--- config.mk ---
export PLATFORM = sky130hd
export DESIGN_NAME = sbs_isqrt
export DESIGN_NICKNAME = d
export VERILOG_FILES = /design/src/hdl/sbs_pkg.sv /design/src/hdl/sbs_isqrt.sv
export SDC_FILE = /design/constraint.sdc
export NUM_CORES = 2
export LEC_CHECK = 0
export BUFFER_PORTS_ARGS = -buffer_cell sky130_fd_sc_hd__buf_2
export CORE_MARGIN = 8
export CORE_UTILIZATION = 40
export CTS_CLUSTER_DIAMETER = 60
export DETAILED_ROUTE_END_ITERATION = 16
export PLACE_DENSITY = 0.63
export SYNTH_ARGS = -nofsm -noshare
export SYNTH_HDL_FRONTEND = slang
export SYNTH_MEMORY_MAX_BITS = 65536
export SYNTH_SLANG_ARGS = --single-unit
--- constraint.sdc ---
create_clock -name i_clk -period 7.3 [get_ports i_clk]
set_clock_uncertainty 0.15 [all_clocks]
set_input_delay 0.73 -clock i_clk [delete_from_list [all_inputs] [get_ports i_clk]]
set_output_delay 0.73 -clock i_clk [all_outputs]
set_load 0.005 [all_outputs]
--- src/hdl/sbs_pkg.sv ---
// ----------------------------------------------------------------------------
// Spectrum bin smoother package
// Shared constants, register codes and payload types of the smoother.
// ----------------------------------------------------------------------------
package sbs_pkg;

    // Number of bins held in the store and the width of a bin number.
    localparam int MAX_BINS  = 1024;
    localparam int BIN_W     = $clog2(MAX_BINS);
    localparam int CNT_W     = BIN_W + 1;

    // The magnitude divisor of 2048 is a right shift.
    localparam int MAG_SHIFT = 11;
    localparam int MAG_W     = 32 - MAG_SHIFT;
    localparam int K_W       = 17;
    localparam int PRE_W     = K_W + MAG_W;

    // 20*log10(2) in Q16.
    localparam logic signed [19:0] DB_PER_LOG2 = 20'sd394566;

    // Register reset values.
    localparam logic [K_W-1:0]    SMOOTHING_RESET = 17'd52429;
    localparam logic [15:0]       MIN_DB_RESET    = 16'h9C00;
    localparam logic [15:0]       MAX_DB_RESET    = 16'hE200;
    localparam logic [CNT_W-1:0]  BINS_RESET      = CNT_W'(MAX_BINS);

    // Register indexes on the configuration port.
    typedef enum logic [1:0] {
        CFG_SMOOTHING = 2'd0,
        CFG_MIN_DB    = 2'd1,
        CFG_MAX_DB    = 2'd2,
        CFG_BINS      = 2'd3
    } t_cfg_idx;

    // One input request.
    typedef struct packed {
        logic [BIN_W-1:0]   bin_index;
        logic signed [31:0] real_part;
        logic signed [31:0] imag_part;
    } t_in_item;

    // One result.
    typedef struct packed {
        logic [BIN_W-1:0]   out_bin;
        logic [31:0]        smoothed_magnitude;
        logic signed [15:0] level_db;
        logic [7:0]         level_byte;
        logic               index_error;
    } t_out_item;

    // Sideband that travels through the square root pipeline.
    typedef struct packed {
        logic [BIN_W-1:0] idx;
        logic             err;
    } t_sq_side;

    // Sideband that travels through the decibel pipeline.
    typedef struct packed {
        logic [BIN_W-1:0] idx;
        logic             err;
        logic [31:0]      sm;
    } t_db_side;

    // Sideband of the byte scaling divider.
    typedef struct packed {
        logic [BIN_W-1:0]   idx;
        logic               err;
        logic [31:0]        sm;
        logic signed [15:0] db;
        logic               pos;
        logic               sat;
        logic [15:0]        den;
    } t_dv_side;

endpackage

--- src/hdl/sbs_isqrt.sv ---
// ----------------------------------------------------------------------------
// Pipelined integer square root
// Floor square root of a 64-bit value, one result bit per stage.
// ----------------------------------------------------------------------------
module sbs_isqrt (
    input  logic               i_clk,
    input  logic               i_rst_n,
    input  logic               i_en,
    input  logic               i_valid,
    input  sbs_pkg::t_sq_side  i_side,
    input  logic [63:0]        i_value,
    output logic               o_valid,
    output sbs_pkg::t_sq_side  o_side,
    output logic [31:0]        o_root
);

    logic              r_vld  [0:32];
    sbs_pkg::t_sq_side r_side [0:32];
    logic [63:0]       r_v    [0:32];
    logic [63:0]       r_res  [0:32];
    logic [63:0]       n_v    [0:32];
    logic [63:0]       n_res  [0:32];
    logic [63:0]       w_try  [0:31];

    // Each stage tries one root bit against the remaining value.
    always_comb begin
        n_v[0]   = i_value;
        n_res[0] = '0;
        for (int j = 0; j < 32; j++) begin
            w_try[j] = r_res[j] + (64'd1 << (2 * (31 - j)));
            if (r_v[j] >= w_try[j]) begin
                n_v[j+1]   = r_v[j] - w_try[j];
                n_res[j+1] = (r_res[j] >> 1) + (64'd1 << (2 * (31 - j)));
            end else begin
                n_v[j+1]   = r_v[j];
                n_res[j+1] = r_res[j] >> 1;
            end
        end
    end

    // Stage registers; valid bits are cleared at reset.
    always_ff @(posedge i_clk) begin
        if (!i_rst_n) begin
            for (int j = 0; j <= 32; j++) begin
                r_vld[j] <= 1'b0;
            end
        end else if (i_en) begin
            r_vld[0] <= i_valid;
            for (int j = 0; j < 32; j++) begin
                r_vld[j+1] <= r_vld[j];
            end
        end
    end

    always_ff @(posedge i_clk) begin
        if (i_en) begin
            r_side[0] <= i_side;
            for (int j = 0; j <= 32; j++) begin
                r_v[j]   <= n_v[j];
                r_res[j] <= n_res[j];
            end
            for (int j = 0; j < 32; j++) begin
                r_side[j+1] <= r_side[j];
            end
        end
    end

    assign o_valid = r_vld[32];
    assign o_side  = r_side[32];
    assign o_root  = r_res[32][31:0];

endmodule

==> reports/metrics.cfg <==
[die]
dieArea_sq_um=354000
die_h_microns=595
start_util_pct=40.2
ios=123
coreArea_sq_um=334000
row_count=212
fp.dieW_microns=595

[clock_tree]
numCtsBuffers=339
cts.repair.resized=0
clockBufferDepth=4
cts_root_buf=clkbuf_16
clk_latency_ps=950
cts_tree=built
cts_setup_buffers=0
cts.sinks=2972
path_clk_slew_ps=50
htree_levels=5

[detailed_routing]
drtAntennaViolNets=0
finalWirelength_microns=317000
post_drt_wl_per_cell_microns=21.0
post-route-drc-count=0
drtPass1Iterations=6
routed_via_density=5.40
vias=81543
drtIter0Drc=6874

[power]
clockPowerShare_pct=34.6
swShare_pct=28.4
internal-power_mw=34.8
p_leak_nw=56.4
ir_worst_vdd_mv=0.215
seqPwrFrac_pct=47.5
p_switching_mw=13.8
power_density_nw_per_um2=319
p_comb_share_pct=18.0

[yosys]
yosysTopAreaCell=edfxtp_1
yosysMostFrequentCell=edfxtp_1
synth-simple-area-share_pct=10.8
synth-compound-area-share_pct=8.40
synth_seq_area_share_pct=66.5
synth_top_family_by_area=simple AND/OR/NAND/NOR gates
ys_async_sr_fraction_pct=0
synth_ff_type=edfxtp_1
synth_commonest_cells=2,972 x edfxtp_1, 706 x inv_1, 618 x nand2_1, 607 x a21oi_1, 596 x nor2_1
synth_area_per_cell_sq_um=13.4
ys_ff_latch=2972
synth_edf_count=2972
synth_mux_area_share_pct=0.713
netlist_area_sq_um=134000
synthDominantCellAreaShare_pct=66.5
ys_types=81
synthesis.nets=10686
synth.area.top_cells=edfxtp_1 67%, ha_1 5.2%, xnor2_1 2.9%
synth_xor_area_share_pct=5.76
ys_warn_count=0
synthCells=10049
synth_adder_area_share_pct=5.20

[global_route]
grt_pass1_vias=81377
grtUsageTotal_pct=17.1
grt.overflow.total=0
grt_pass1_wl_microns=481000
antenna_found_initial=11
grt_max_degree=197

[sta]
hold_viol=0
rsz0062_at_grt=false
setup_tns_ps=0
max_freq_mhz=168
setup_viol=0
fin_crit_sh_pct=81.5
slew_headroom_pct=14.5
slew_violations=0
worstMarginPinSlew_ps=1280
timing.final.crit_period_ps=5950

[setup_path]
cp-end-kind=flip-flop
crit_start=r_res[0][1764]
r2r_end=r_v[0][1847]
crit_type=reg2reg
critPathRequiredTime_ps=7770
rr_worst_depth=12
rrSetupSlack_ps=1350
crit_path_start_kind=flip-flop
crit_end=r_v[0][1847]
r2r_start=r_res[0][1764]
arrival_ps=6420
worstPathMaxFanout=53

[placed_design]
place_congestion=0.947
numPortBuffers=122
hpwl_microns=234000

[worst_hold_path]
min_path_type=in2reg

[flow_run]
cap_violations=0

[status]
run_status=complete, no violations

[finish]
drive_above_1_share_pct=7.68
final_util_pct=45.6
final_nets=11083
syn_to_final_growth_pct=13.3

[layer usage]
| metal | GRT usage, % | vias to the layer above | wire length [microns] |
|---|---|---|---|
| met4 | 7.00 | 2 | 13700 |
| met1 | 20.7 | 39956 | 128000 |
| li1 | - | 38596 | - |
| met3 | 2.28 | 679 | 14900 |
| met2 | 30.9 | 2310 | 160000 |
| met5 | 0 | - | 13 |
[flip-flops by register name, summed over array words and instances (netlist names)]
register and cells:
r_v 2048, r_res 528, r_side 363, r_vld 33
[what timing repair did]
action / in CTS / in global routing
endpoints found under the setup margin: 0 / 0
hold buffers: 75 / 0
hold endpoints to repair: 75 / 0
[power groups by stage]
stage               registers [mW]  clock network, mW  logic (mW)
floorplan                     22.5                  0        6.28
global placement              23.4                  0        8.44
detailed placement            23.4                  0        8.59
CTS                           23.1               17.2        8.68
global route                  23.2               17.8        9.64
finish                        23.0               16.8        8.72
[how the worst min path moves through the flow]
stage                              start             end  slack [ps]  cells past startpoint
final                            i_valid     r_vld[0][0]         110                      2
after global routing             i_valid     r_vld[0][0]          80                      2
after CTS                        i_valid     r_vld[0][0]          30                      2
after detailed placement  r_side[0][108]  r_side[0][119]         250                      0
after global placement    r_side[0][292]  r_side[0][303]         250                      0
after floorplan            r_side[0][89]  r_side[0][100]         250                      0
[cell families (layout without fill, tap and decap cells)]
logic type	after synthesis	count (layout)
compound gates	1832	1832
xor+xnor	882	882
fa+ha+maj	558	558
buf+inv	912	1571
flops	2972	2972
mux	83	83
other cells	0	8
simple gates	2810	2810
[critical path: stages (launching register included)]
cell and delay, ps:
edfxtp_1 440, inv_1 80, ha_1 400, nor4b_1 710, nand4_1 270, nor4_1 1070, a211oi_1 470, nand2_2 220
buf_4 490, o31ai_1 330, nor4bb_1 720, nand2_1 160, xnor2_1 160
[area by class of cell]
| class | instances | area [sq um] |
|---|---|---|
| Antenna cell | 8 | 20.0 |
| Clock buffer | 395 | 8840 |
| Clock inverter | 208 | 2190 |
| Fill cell | 29341 | 182000 |
| Inverter | 706 | 2650 |
| Multi-Input combinational cell | 6165 | 41500 |
| Sequential cell | 2972 | 89200 |
| Tap cell | 4387 | 5490 |
| Timing Repair Buffer | 262 | 2080 |
[placed cells by master (no fill, tap or decap), types with 23 or more instances in the layout]
cell / n
or3_1: 120
nor4_1: 329
buf_2: 121
edfxtp_1: 2972
or4_1: 66
nand3_1: 141
mux2_2: 65
and2_1: 24
or2_2: 36
clkbuf_16: 346
nor3_1: 286
o21ai_0: 463
o31ai_1: 43
clkinv_2: 40
a21oi_1: 607
nand2_1: 616
a31oi_1: 33
clkbuf_1: 49
nor2b_1: 74
nand2b_1: 114
o21a_1: 91
buf_4: 48
and3_1: 78
o21bai_1: 45
a21o_1: 251
nor2_1: 596
ha_1: 558
inv_1: 706
dlygate4sd3_1: 75
a211o_1: 25
xor2_1: 434
nand4_1: 160
a21boi_0: 25
o211ai_1: 41
nand3b_1: 23
bufinv_16: 31
xnor2_1: 447
clkinv_1: 66
a211oi_1: 52
nor4b_1: 52
[through the flow]
stage | hold slack (ps) | instances | total power [mW] | worst slack (ps) | area (sq um)
global placement | 250 | 14417 | 31.8 | 1400 | 140000
CTS | 28.3 | 15095 | 49.0 | 1330 | 152000
finish | 107 | 15103 | 48.6 | 1350 | 152000
floorplan | 250 | 10049 | 28.8 | 3290 | 134000
global route | 76.3 | 15097 | 50.7 | 1220 | 152000
detailed placement | 255 | 14417 | 32.0 | 1350 | 140000
No activity file was read; power rests on OpenSTA's default activity.
